===== src/sv/dac_pkg.sv =====
`timescale 1ns / 1ps
// ----------------------------------------------------------------------------
// dac_pkg
// Shared constants, types and controller states of the denied access counter
// table.
// ----------------------------------------------------------------------------
package dac_pkg;

    localparam int DAC_TABLE_DEPTH  = 32;
    localparam int DAC_RESULT_LIMIT = 32;
    localparam int UID_W            = 31;
    localparam int CNT_W            = 16;
    localparam int ENTRY_W          = UID_W + CNT_W;

    localparam logic [CNT_W-1:0] COUNT_MAX = {CNT_W{1'b1}};

    localparam logic KIND_ACCESS = 1'b0;
    localparam logic KIND_REPORT = 1'b1;

    typedef enum logic [2:0] {
        ST_IDLE,
        ST_LK_CHK,
        ST_LK_CMP,
        ST_RP_CHK,
        ST_RP_CMP,
        ST_RP_DONE,
        ST_RP_FINAL
    } t_dac_state;

    // controller to datapath
    typedef struct packed {
        logic lk_start;
        logic rp_start;
        logic pass_start;
        logic rd;
        logic idx_inc;
        logic append;
        logic bump;
        logic cmp;
        logic take;
        logic emit_pend;
        logic emit_last;
        logic emit_none;
    } t_dac_cmd;

    // datapath to controller
    typedef struct packed {
        logic scan_end;
        logic match;
        logic found;
        logic pend_valid;
        logic at_limit;
        logic out_free;
    } t_dac_sts;

endpackage


===== src/sv/denied_access_counter_table.sv =====
`timescale 1ns / 1ps
// ----------------------------------------------------------------------------
// denied_access_counter_table
// Per-user denied access counters with a report in ascending user id order.
// ----------------------------------------------------------------------------
// One item at a time. A denied access record scans the filled entries, one
// entry at a time through the table RAM's registered read port, with a read
// state followed by a compare state; a record that is not denied is taken
// in idle. A report runs one selection pass over the filled entries per
// reported word, plus one closing pass unless the result limit is reached,
// and takes longer while the output is stalled. Results leave through an
// output register, so the last word of a report may wait there while the
// next item is taken. The table is empty after reset with no clearing pass.
// ----------------------------------------------------------------------------
module denied_access_counter_table #(
    parameter int TABLE_DEPTH = dac_pkg::DAC_TABLE_DEPTH
) (
    input  logic                      i_clk,
    input  logic                      i_rst_n,
    input  logic                      i_in_valid,
    output logic                      o_in_stall,
    input  logic                      i_kind,
    input  logic [dac_pkg::UID_W-1:0] i_user_id,
    input  logic                      i_denied,
    input  logic                      i_cfg_valid,
    output logic                      o_cfg_ready,
    input  logic [dac_pkg::CNT_W-1:0] i_cfg_data,
    output logic                      o_out_valid,
    input  logic                      i_out_stall,
    output logic [dac_pkg::UID_W-1:0] o_user_id_out,
    output logic [dac_pkg::CNT_W-1:0] o_denied_count,
    output logic                      o_none,
    output logic                      o_overflow,
    output logic                      o_last
);

    dac_pkg::t_dac_cmd cmd;
    dac_pkg::t_dac_sts sts;

    dac_ctrl u_ctrl (
        .i_clk      (i_clk),
        .i_rst_n    (i_rst_n),
        .i_in_valid (i_in_valid),
        .i_kind     (i_kind),
        .i_denied   (i_denied),
        .o_in_stall (o_in_stall),
        .i_sts      (sts),
        .o_cmd      (cmd)
    );

    dac_dp #(
        .TABLE_DEPTH (TABLE_DEPTH)
    ) u_dp (
        .i_clk          (i_clk),
        .i_rst_n        (i_rst_n),
        .i_cmd          (cmd),
        .o_sts          (sts),
        .i_user_id      (i_user_id),
        .i_cfg_valid    (i_cfg_valid),
        .o_cfg_ready    (o_cfg_ready),
        .i_cfg_data     (i_cfg_data),
        .o_out_valid    (o_out_valid),
        .i_out_stall    (i_out_stall),
        .o_user_id_out  (o_user_id_out),
        .o_denied_count (o_denied_count),
        .o_none         (o_none),
        .o_overflow     (o_overflow),
        .o_last         (o_last)
    );

endmodule


===== src/sv/dac_ram.sv =====
`timescale 1ns / 1ps
// ----------------------------------------------------------------------------
// dac_ram
// Generic single write port, single read port RAM with registered read data.
// ----------------------------------------------------------------------------
module dac_ram #(
    parameter int WIDTH = 8,
    parameter int DEPTH = 32,
    localparam int AW   = (DEPTH > 1) ? $clog2(DEPTH) : 1
) (
    input  logic             i_clk,
    input  logic             i_wr_en,
    input  logic [AW-1:0]    i_wr_addr,
    input  logic [WIDTH-1:0] i_wr_data,
    input  logic             i_rd_en,
    input  logic [AW-1:0]    i_rd_addr,
    output logic [WIDTH-1:0] o_rd_data
);

    logic [WIDTH-1:0] r_mem [DEPTH];
    logic [WIDTH-1:0] r_rd_data;

    always_ff @(posedge i_clk) begin
        if (i_wr_en) begin
            r_mem[i_wr_addr] <= i_wr_data;
        end
        if (i_rd_en) begin
            r_rd_data <= r_mem[i_rd_addr];
        end
    end

    assign o_rd_data = r_rd_data;

endmodule


===== src/sv/dac_ctrl.sv =====
`timescale 1ns / 1ps
// ----------------------------------------------------------------------------
// dac_ctrl
// Controller: sequences table lookups, appends and the sorted report passes.
// ----------------------------------------------------------------------------
module dac_ctrl (
    input  logic                i_clk,
    input  logic                i_rst_n,
    input  logic                i_in_valid,
    input  logic                i_kind,
    input  logic                i_denied,
    output logic                o_in_stall,
    input  dac_pkg::t_dac_sts   i_sts,
    output dac_pkg::t_dac_cmd   o_cmd
);

    dac_pkg::t_dac_state r_state;
    dac_pkg::t_dac_state n_state;

    always_ff @(posedge i_clk) begin
        if (!i_rst_n) begin
            r_state <= dac_pkg::ST_IDLE;
        end else begin
            r_state <= n_state;
        end
    end

    assign o_in_stall = (r_state != dac_pkg::ST_IDLE);

    // next state
    always_comb begin
        n_state = r_state;
        unique case (r_state)
            dac_pkg::ST_IDLE: begin
                if (i_in_valid) begin
                    if (i_kind == dac_pkg::KIND_REPORT) begin
                        n_state = dac_pkg::ST_RP_CHK;
                    end else if (i_denied) begin
                        n_state = dac_pkg::ST_LK_CHK;
                    end
                end
            end
            dac_pkg::ST_LK_CHK: begin
                n_state = i_sts.scan_end ? dac_pkg::ST_IDLE : dac_pkg::ST_LK_CMP;
            end
            dac_pkg::ST_LK_CMP: begin
                n_state = i_sts.match ? dac_pkg::ST_IDLE : dac_pkg::ST_LK_CHK;
            end
            dac_pkg::ST_RP_CHK: begin
                n_state = i_sts.scan_end ? dac_pkg::ST_RP_DONE : dac_pkg::ST_RP_CMP;
            end
            dac_pkg::ST_RP_CMP: begin
                n_state = dac_pkg::ST_RP_CHK;
            end
            dac_pkg::ST_RP_DONE: begin
                if (i_sts.found) begin
                    if (!i_sts.pend_valid || i_sts.out_free) begin
                        n_state = i_sts.at_limit ? dac_pkg::ST_RP_FINAL
                                                 : dac_pkg::ST_RP_CHK;
                    end
                end else if (i_sts.pend_valid) begin
                    n_state = dac_pkg::ST_RP_FINAL;
                end else if (i_sts.out_free) begin
                    n_state = dac_pkg::ST_IDLE;
                end
            end
            dac_pkg::ST_RP_FINAL: begin
                if (i_sts.out_free) begin
                    n_state = dac_pkg::ST_IDLE;
                end
            end
            default: n_state = dac_pkg::ST_IDLE;
        endcase
    end

    // commands
    always_comb begin
        o_cmd = '0;
        unique case (r_state)
            dac_pkg::ST_IDLE: begin
                if (i_in_valid) begin
                    if (i_kind == dac_pkg::KIND_REPORT) begin
                        o_cmd.rp_start = 1'b1;
                    end else if (i_denied) begin
                        o_cmd.lk_start = 1'b1;
                    end
                end
            end
            dac_pkg::ST_LK_CHK: begin
                if (i_sts.scan_end) begin
                    o_cmd.append = 1'b1;
                end else begin
                    o_cmd.rd = 1'b1;
                end
            end
            dac_pkg::ST_LK_CMP: begin
                if (i_sts.match) begin
                    o_cmd.bump = 1'b1;
                end else begin
                    o_cmd.idx_inc = 1'b1;
                end
            end
            dac_pkg::ST_RP_CHK: begin
                o_cmd.rd = !i_sts.scan_end;
            end
            dac_pkg::ST_RP_CMP: begin
                o_cmd.cmp     = 1'b1;
                o_cmd.idx_inc = 1'b1;
            end
            dac_pkg::ST_RP_DONE: begin
                if (i_sts.found) begin
                    // the pending word is not the last one: a larger key exists
                    if (!i_sts.pend_valid || i_sts.out_free) begin
                        o_cmd.emit_pend  = i_sts.pend_valid;
                        o_cmd.take       = 1'b1;
                        o_cmd.pass_start = !i_sts.at_limit;
                    end
                end else if (!i_sts.pend_valid && i_sts.out_free) begin
                    o_cmd.emit_none = 1'b1;
                end
            end
            dac_pkg::ST_RP_FINAL: begin
                if (i_sts.out_free) begin
                    o_cmd.emit_pend = 1'b1;
                    o_cmd.emit_last = 1'b1;
                end
            end
            default: o_cmd = '0;
        endcase
    end

endmodule


===== src/sv/dac_dp.sv =====
`timescale 1ns / 1ps
// ----------------------------------------------------------------------------
// dac_dp
// Datapath: entry table, scan index, candidate selection and output register.
// ----------------------------------------------------------------------------
module dac_dp #(
    parameter int TABLE_DEPTH = dac_pkg::DAC_TABLE_DEPTH
) (
    input  logic                      i_clk,
    input  logic                      i_rst_n,
    input  dac_pkg::t_dac_cmd         i_cmd,
    output dac_pkg::t_dac_sts         o_sts,
    input  logic [dac_pkg::UID_W-1:0] i_user_id,
    input  logic                      i_cfg_valid,
    output logic                      o_cfg_ready,
    input  logic [dac_pkg::CNT_W-1:0] i_cfg_data,
    output logic                      o_out_valid,
    input  logic                      i_out_stall,
    output logic [dac_pkg::UID_W-1:0] o_user_id_out,
    output logic [dac_pkg::CNT_W-1:0] o_denied_count,
    output logic                      o_none,
    output logic                      o_overflow,
    output logic                      o_last
);

    localparam int AW = (TABLE_DEPTH > 1) ? $clog2(TABLE_DEPTH) : 1;
    localparam int CW = $clog2(TABLE_DEPTH + 1);
    localparam int FW = $clog2(dac_pkg::DAC_RESULT_LIMIT + 1);

    localparam logic [CW-1:0] DEPTH_C     = CW'(TABLE_DEPTH);
    localparam logic [FW-1:0] LIMIT_LAST  = FW'(dac_pkg::DAC_RESULT_LIMIT - 1);

    logic [CW-1:0]                 r_used;
    logic [CW-1:0]                 r_idx;
    logic                          r_overflow;
    logic [dac_pkg::CNT_W-1:0]     r_min_count;
    logic [dac_pkg::UID_W-1:0]     r_uid;
    logic                          r_found;
    logic [dac_pkg::UID_W-1:0]     r_best_key;
    logic [dac_pkg::CNT_W-1:0]     r_best_cnt;
    logic                          r_pend_valid;
    logic [dac_pkg::UID_W-1:0]     r_pend_key;
    logic [dac_pkg::CNT_W-1:0]     r_pend_cnt;
    logic [FW-1:0]                 r_found_cnt;
    logic                          r_out_valid;
    logic [dac_pkg::UID_W-1:0]     r_out_uid;
    logic [dac_pkg::CNT_W-1:0]     r_out_cnt;
    logic                          r_out_none;
    logic                          r_out_last;
    logic                          r_out_ovf;

    logic                          wr_en;
    logic [AW-1:0]                 wr_addr;
    logic [dac_pkg::ENTRY_W-1:0]   wr_data;
    logic [dac_pkg::ENTRY_W-1:0]   rd_data;
    logic [dac_pkg::UID_W-1:0]     rd_key;
    logic [dac_pkg::CNT_W-1:0]     rd_cnt;
    logic [dac_pkg::CNT_W-1:0]     cnt_inc;
    logic                          is_cand;
    logic                          has_room;
    logic                          out_free;

    assign rd_key   = rd_data[dac_pkg::ENTRY_W-1 -: dac_pkg::UID_W];
    assign rd_cnt   = rd_data[dac_pkg::CNT_W-1:0];
    assign cnt_inc  = (rd_cnt == dac_pkg::COUNT_MAX) ? rd_cnt : rd_cnt + 1'b1;
    assign has_room = (r_used < DEPTH_C);
    assign out_free = !r_out_valid || !i_out_stall;

    // next report word: qualifies, above the pending key, below the best so far
    assign is_cand = (rd_cnt >= r_min_count)
                   && (!r_pend_valid || (rd_key > r_pend_key))
                   && (!r_found || (rd_key < r_best_key));

    always_comb begin
        wr_en   = 1'b0;
        wr_addr = r_idx[AW-1:0];
        wr_data = {rd_key, cnt_inc};
        if (i_cmd.append && has_room) begin
            wr_en   = 1'b1;
            wr_addr = r_used[AW-1:0];
            wr_data = {r_uid, dac_pkg::CNT_W'(1)};
        end else if (i_cmd.bump) begin
            wr_en = 1'b1;
        end
    end

    dac_ram #(
        .WIDTH (dac_pkg::ENTRY_W),
        .DEPTH (TABLE_DEPTH)
    ) u_table (
        .i_clk     (i_clk),
        .i_wr_en   (wr_en),
        .i_wr_addr (wr_addr),
        .i_wr_data (wr_data),
        .i_rd_en   (i_cmd.rd),
        .i_rd_addr (r_idx[AW-1:0]),
        .o_rd_data (rd_data)
    );

    // control state
    always_ff @(posedge i_clk) begin
        if (!i_rst_n) begin
            r_used       <= '0;
            r_overflow   <= 1'b0;
            r_min_count  <= '0;
            r_found      <= 1'b0;
            r_pend_valid <= 1'b0;
            r_found_cnt  <= '0;
            r_out_valid  <= 1'b0;
        end else begin
            if (i_cfg_valid) begin
                r_min_count <= i_cfg_data;
            end
            if (i_cmd.append) begin
                if (has_room) begin
                    r_used <= r_used + 1'b1;
                end else begin
                    r_overflow <= 1'b1;
                end
            end
            if (i_cmd.rp_start || i_cmd.pass_start) begin
                r_found <= 1'b0;
            end else if (i_cmd.cmp && is_cand) begin
                r_found <= 1'b1;
            end
            if (i_cmd.rp_start) begin
                r_pend_valid <= 1'b0;
                r_found_cnt  <= '0;
            end else if (i_cmd.take) begin
                r_pend_valid <= 1'b1;
                r_found_cnt  <= r_found_cnt + 1'b1;
            end
            if (i_cmd.emit_pend || i_cmd.emit_none) begin
                r_out_valid <= 1'b1;
            end else if (!i_out_stall) begin
                r_out_valid <= 1'b0;
            end
        end
    end

    // payload
    always_ff @(posedge i_clk) begin
        if (i_cmd.lk_start) begin
            r_uid <= i_user_id;
        end
        if (i_cmd.lk_start || i_cmd.rp_start || i_cmd.pass_start) begin
            r_idx <= '0;
        end else if (i_cmd.idx_inc) begin
            r_idx <= r_idx + 1'b1;
        end
        if (i_cmd.cmp && is_cand) begin
            r_best_key <= rd_key;
            r_best_cnt <= rd_cnt;
        end
        if (i_cmd.take) begin
            r_pend_key <= r_best_key;
            r_pend_cnt <= r_best_cnt;
        end
        if (i_cmd.emit_pend) begin
            r_out_uid  <= r_pend_key;
            r_out_cnt  <= r_pend_cnt;
            r_out_none <= 1'b0;
            r_out_last <= i_cmd.emit_last;
            r_out_ovf  <= r_overflow;
        end else if (i_cmd.emit_none) begin
            r_out_uid  <= '0;
            r_out_cnt  <= '0;
            r_out_none <= 1'b1;
            r_out_last <= 1'b1;
            r_out_ovf  <= r_overflow;
        end
    end

    assign o_cfg_ready    = 1'b1;
    assign o_out_valid    = r_out_valid;
    assign o_user_id_out  = r_out_uid;
    assign o_denied_count = r_out_cnt;
    assign o_none         = r_out_none;
    assign o_overflow     = r_out_ovf;
    assign o_last         = r_out_last;

    assign o_sts.scan_end   = (r_idx == r_used);
    assign o_sts.match      = (rd_key == r_uid);
    assign o_sts.found      = r_found;
    assign o_sts.pend_valid = r_pend_valid;
    assign o_sts.at_limit   = (r_found_cnt == LIMIT_LAST);
    assign o_sts.out_free   = out_free;

    a_used_bound: assert property (@(posedge i_clk) disable iff (!i_rst_n)
        r_used <= DEPTH_C)
        else $error("entry count beyond table depth");

    a_ovf_when_full: assert property (@(posedge i_clk) disable iff (!i_rst_n)
        $rose(r_overflow) |-> (r_used == DEPTH_C))
        else $error("overflow marked with room left in the table");

    a_emit_free: assert property (@(posedge i_clk) disable iff (!i_rst_n)
        (i_cmd.emit_pend || i_cmd.emit_none) |-> out_free)
        else $error("output word loaded over an untaken word");

    a_emit_has_word: assert property (@(posedge i_clk) disable iff (!i_rst_n)
        i_cmd.emit_pend |-> r_pend_valid)
        else $error("report word emitted with nothing pending");

    a_found_bound: assert property (@(posedge i_clk) disable iff (!i_rst_n)
        r_found_cnt <= FW'(dac_pkg::DAC_RESULT_LIMIT))
        else $error("report word count beyond result limit");

endmodule

===== config.mk =====
export PLATFORM = sky130hd
export DESIGN_NAME = denied_access_counter_table
export DESIGN_NICKNAME = d
export VERILOG_FILES = /design/src/sv/dac_pkg.sv /design/src/sv/denied_access_counter_table.sv /design/src/sv/dac_ram.sv /design/src/sv/dac_ctrl.sv /design/src/sv/dac_dp.sv
export SDC_FILE = /design/constraint.sdc
export NUM_CORES = 2
export LEC_CHECK = 0
export ABC_AREA = 1
export BUFFER_PORTS_ARGS = -buffer_cell sky130_fd_sc_hd__buf_2
export CORE_ASPECT_RATIO = 1.2
export CORE_MARGIN = 8
export CORE_UTILIZATION = 55
export DETAILED_ROUTE_END_ITERATION = 12
export PLACE_DENSITY = 0.79
export RECOVER_POWER = 100
export SLEW_MARGIN = 40
export SYNTH_ARGS = -nofsm -noshare
export SYNTH_HDL_FRONTEND = slang
export SYNTH_SLANG_ARGS = --single-unit

===== constraint.sdc =====
create_clock -name i_clk -period 4.7 [get_ports i_clk]
set_input_delay 0.47 -clock i_clk [delete_from_list [all_inputs] [get_ports i_clk]]
set_output_delay 0.47 -clock i_clk [all_outputs]
set_load 0.05 [all_outputs]

==> run_summary.xml <==
<?xml version="1.0" encoding="UTF-8"?>
<metrics>
  <group name="grt">
    <metric name="first_global_vias" unit="">45500</metric>
    <metric name="grt_first_pass_wirelength" unit="µm">273000</metric>
    <metric name="gr_util_all_layers" unit="%">25.7</metric>
    <metric name="grt-ovfl-total" unit="">0</metric>
    <metric name="antenna_found_initial" unit="">3</metric>
    <metric name="grt_start_max_net_pins" unit="">228</metric>
  </group>
  <group name="die">
    <metric name="core_region_area" unit="µm²">127000</metric>
    <metric name="floorplan.initialDensity" unit="%">55.4</metric>
    <metric name="design.die.area" unit="µm²">139000</metric>
    <metric name="die_h" unit="µm">407</metric>
    <metric name="die_x" unit="µm">342</metric>
    <metric name="std_cell_rows" unit="">143</metric>
    <metric name="io_pins" unit="">107</metric>
  </group>
  <group name="place">
    <metric name="gp_congestion" unit="">0.858</metric>
    <metric name="io_buffers" unit="">105</metric>
    <metric name="placed_cell_area" unit="µm²">73100</metric>
    <metric name="hpwlAfterDp" unit="µm">99600</metric>
  </group>
  <group name="hold_path">
    <metric name="hold_path_depth" unit="">3</metric>
    <metric name="min_path_type" unit="">input port to flop</metric>
    <metric name="holdCritStartpoint" unit="">i_cfg_data[4]</metric>
  </group>
  <group name="critical_path">
    <metric name="kind_of_end_point_of_the_critical_path" unit="">flop</metric>
    <metric name="crit_path_max_fanout" unit="">39</metric>
    <metric name="critPathKind" unit="">flop to flop</metric>
    <metric name="worst-r2r-setup-slack" unit="ns">0.55</metric>
    <metric name="crit_arrival" unit="ns">4.64</metric>
    <metric name="worst-r2r-cell-count" unit="">7</metric>
    <metric name="crit_required" unit="ns">5.19</metric>
    <metric name="reg2reg_from" unit="">u_dp.r_idx[2]</metric>
    <metric name="setup.worst_path.start_class" unit="">flop</metric>
    <metric name="worst_setup_path_startpoint" unit="">u_dp.r_idx[2]</metric>
  </group>
  <group name="drt">
    <metric name="wire_per_inst" unit="µm">25.7</metric>
    <metric name="avgViaCountPerCell" unit="">6.43</metric>
    <metric name="totalWireLength" unit="µm">186000</metric>
    <metric name="detail_route.first_pass.iterations" unit="">6</metric>
    <metric name="postRouteAntennaNets" unit="">0</metric>
    <metric name="drt_drc_violations_left" unit="">0</metric>
    <metric name="vias" unit="">46600</metric>
    <metric name="initialDrtViolationCount" unit="">7172</metric>
  </group>
  <group name="final_layout">
    <metric name="fillCellCount" unit="">8872</metric>
    <metric name="final_net_count" unit="">5583</metric>
    <metric name="final_layout_size_suffix_gt1_share" unit="%">7.27</metric>
    <metric name="post-route-cell-area" unit="µm²">78000</metric>
    <metric name="count_of_antenna_diodes_in_the_layout" unit="">0</metric>
    <metric name="areaGrowthSynthToFinish" unit="%">11.2</metric>
  </group>
  <group name="yosys">
    <metric name="yosys_most_used_dff" unit="">edfxtp_1</metric>
    <metric name="yosys_register_bits" unit="">1767</metric>
    <metric name="synth_edf_count" unit="">1725</metric>
    <metric name="yosys_warnings" unit="">0</metric>
    <metric name="synth_area_per_cell" unit="µm²">13.1</metric>
    <metric name="synthesis.area" unit="µm²">70200</metric>
    <metric name="synthesis.nets" unit="">5484</metric>
    <metric name="syn-instance-count" unit="">5349</metric>
    <metric name="post_synth_num_cell_types" unit="">37</metric>
    <metric name="synth-async-reset-ratio" unit="%">0</metric>
    <metric name="sequential_share_of_the_synthesized_area" unit="%">75.0</metric>
  </group>
  <group name="power_and_ir_drop">
    <metric name="pd_cells" unit="nW/µm²">547</metric>
    <metric name="ir_drop" unit="mV">0.373</metric>
    <metric name="intPower" unit="mW">28.9</metric>
    <metric name="share_seq_of_total_power" unit="%">46.7</metric>
    <metric name="switching_power" unit="mW">13.7</metric>
    <metric name="power.leakage" unit="nW">25.7</metric>
    <metric name="power.share.clock" unit="%">29.2</metric>
    <metric name="combinationalPowerShare" unit="%">24.1</metric>
    <metric name="switching_share" unit="%">32.2</metric>
    <metric name="finalPower" unit="mW">42.7</metric>
  </group>
  <group name="status">
    <metric name="run_status" unit="">finished, violations left</metric>
    <metric name="failed_checks" unit="">capacitance limit, slew limit</metric>
  </group>
  <group name="timing">
    <metric name="grt_setup_unrepaired" unit="">no</metric>
    <metric name="pin_slew_with_the_least_headroom_to_its_limit" unit="ns">2.16</metric>
    <metric name="hold_violations" unit="">0</metric>
    <metric name="worst_hold_slack" unit="ns">0.0326</metric>
    <metric name="fin_setup_tns" unit="ns">0</metric>
    <metric name="post-route-min-period" unit="ns">4.15</metric>
    <metric name="timing.fmax" unit="MHz">241</metric>
    <metric name="report.final.setup_viol" unit="">0</metric>
    <metric name="clock_skew" unit="ns">0.0409</metric>
    <metric name="timing.max_slew.rel_slack" unit="%">-44.0</metric>
    <metric name="timing.final.crit_share" unit="%">88.4</metric>
    <metric name="timing_max_transition_violations_final" unit="">310</metric>
  </group>
  <group name="cts">
    <metric name="cts_num_sinks" unit="">1767</metric>
    <metric name="cts_repair_resize_count" unit="">0</metric>
    <metric name="htree_levels" unit="">4</metric>
    <metric name="clock-root-buffer" unit="">clkbuf_16</metric>
    <metric name="number_of_hold_buffers_added_after_cts" unit="">42</metric>
    <metric name="worst_skew_pair.late_latency" unit="ns">0.80</metric>
    <metric name="numCtsBuffers" unit="">156</metric>
    <metric name="ctsLongestPathBuffers" unit="">3</metric>
    <metric name="clock_tree_from_tritoncts" unit="">built</metric>
    <metric name="path_clk_slew" unit="ns">0.06</metric>
    <metric name="number_of_setup_buffers_added_after_cts" unit="">0</metric>
  </group>
  <group name="job">
    <metric name="max_cap_viol_count" unit="">6</metric>
  </group>
</metrics>
==> layout by cell type (no fill, tap or decap), types with 4 or more instances in the layout <==
cell type	instances
nand2_1	403
o221ai_1	143
ha_1	81
buf_2	34
nand3_1	141
nand2_2	26
a21oi_1	73
bufinv_16	11
xnor2_1	21
nor2_4	9
nand3_2	4
buf_12	21
edfxtp_1	1725
clkinv_8	5
o22ai_1	233
buf_4	46
clkbuf_1	133
clkinv_1	31
xor2_1	24
nor3_1	27
o211ai_1	46
o21ai_1	11
o21ai_0	833
clkbuf_2	43
dfxtp_1	39
clkinv_2	12
inv_1	207
nand4_1	54
nor2_1	877
nor4_1	5
dlygate4sd3_1	42
clkbuf_16	160
==> layer usage <==
metal	global-route usage, %	up-vias	wire length (µm)
li1	-	19900	-
met1	32.5	22600	64200
met2	42.0	3389	89100
met3	5.05	652	22000
met4	13.4	2	10400
met5	0	-	13
==> power groups by stage <==
stage	Sequential (mW)	Combinational [mW]	Clock (mW)
global placement	20.2	9.50	0
floorplan	20.1	6.40	0
detailed placement	20.2	9.94	0
CTS	19.9	10.1	12.5
finish	19.9	10.3	12.5
global route	19.9	11.0	13.1
==> sequential cells by signal, summed over array words and instances, names as in the netlist <==
register,cells
u_dp.r_idx,6
u_dp.r_min_count,16
u_dp.r_best_cnt,16
u_dp.o_out_valid,1
u_dp.r_pend_key,31
u_dp.u_table.r_mem,1504
u_dp.o_last,1
u_dp.r_pend_cnt,16
u_dp.r_best_key,31
u_dp.o_denied_count,16
u_dp.r_uid,31
u_dp.o_none,1
u_ctrl.r_state,3
u_dp.r_used,6
u_dp.r_found,1
u_dp.r_overflow,1
u_dp.o_overflow,1
u_dp.o_user_id_out,31
u_dp.r_pend_valid,1
u_dp.u_table.o_rd_data,47
u_dp.r_found_cnt,6
==> final timing paths <==
kind                                                   to
worst max-delay path            u_dp.u_table.o_rd_data[1]
worst min-delay path                  u_dp.r_min_count[4]
worst max register to register  u_dp.u_table.o_rd_data[1]
worst min register to register        u_dp.r_pend_cnt[15]
==> per-stage QoR <==
stage | instances | util, % | setup WS (ns)
after floorplan | 5349 | - | 0.212
after global placement | 6912 | 57.7 | 1.18
after detailed placement | 6912 | 57.7 | 1.09
after CTS | 7232 | 61.9 | 1.10
after global routing | 7235 | 61.6 | 0.430
final | 7235 | 61.6 | 0.547
==> Yosys cell counts, types with 2 or more instances <==
cell type	number	area share (%)
o21ai_0	797	5.7
edfxtp_1	1725	74
nand3_2	4	0.057
xnor2_1	21	0.26
nor3_1	25	0.18
o22ai_1	233	2.1
o211ai_1	46	0.49
dfxtp_1	42	1.2
inv_2	7	0.037
o221ai_1	143	1.8
nor3b_1	3	0.032
nand4_1	54	0.48
xor2_1	24	0.30
a21o_1	2	0.021
nand3_1	141	1.0
ha_1	81	1.4
a31oi_1	3	0.027
o21a_1	2	0.021
inv_1	207	1.1
a211oi_1	3	0.032
nor2_1	886	4.7
nor3_2	3	0.043
a21oi_1	77	0.55
nor4_1	5	0.045
buf_2	26	0.19
o21ai_1	47	0.34
buf_6	5	0.080
buf_1	34	0.18
clkbuf_1	268	1.4
nand2_1	428	2.3
==> critical path, stage by stage (launching register included) <==
cell and delay (ns):
dfxtp_1 0.33, inv_1 0.67, clkbuf_2 1.35, o221ai_1 0.45
nand3_1 0.19, nand3_1 0.09, o21ai_0 0.52, inv_1 0.20
==> layout make-up <==
| cell class | count | area [µm²] | area share (%) |
|---|---|---|---|
| clock buffers | 212 | 4220 | 5.41 |
| clock inverters | 66 | 699 | 0.896 |
| inverters | 215 | 830 | 1.06 |
| multi-input cells | 3033 | 15600 | 19.9 |
| flip-flops and latches | 1767 | 52600 | 67.5 |
| well taps | 1667 | 2090 | 2.67 |
| repair buffers | 275 | 2000 | 2.56 |
==> kinds of logic after synthesis <==
| logic type | Yosys count | synth area share (%) |
|---|---|---|
| buffers and inverters | 549 | 3.04 |
| AO/OA/AOI/OAI | 1353 | 11.0 |
| AND/OR/NAND/NOR | 1553 | 8.92 |
| XOR/XNOR | 45 | 0.562 |
| adder cells (fa/ha/maj) | 81 | 1.44 |
| other | 1 | 0.00534 |
| flip-flops | 1767 | 75.0 |
(Power assumes the default switching activity.)
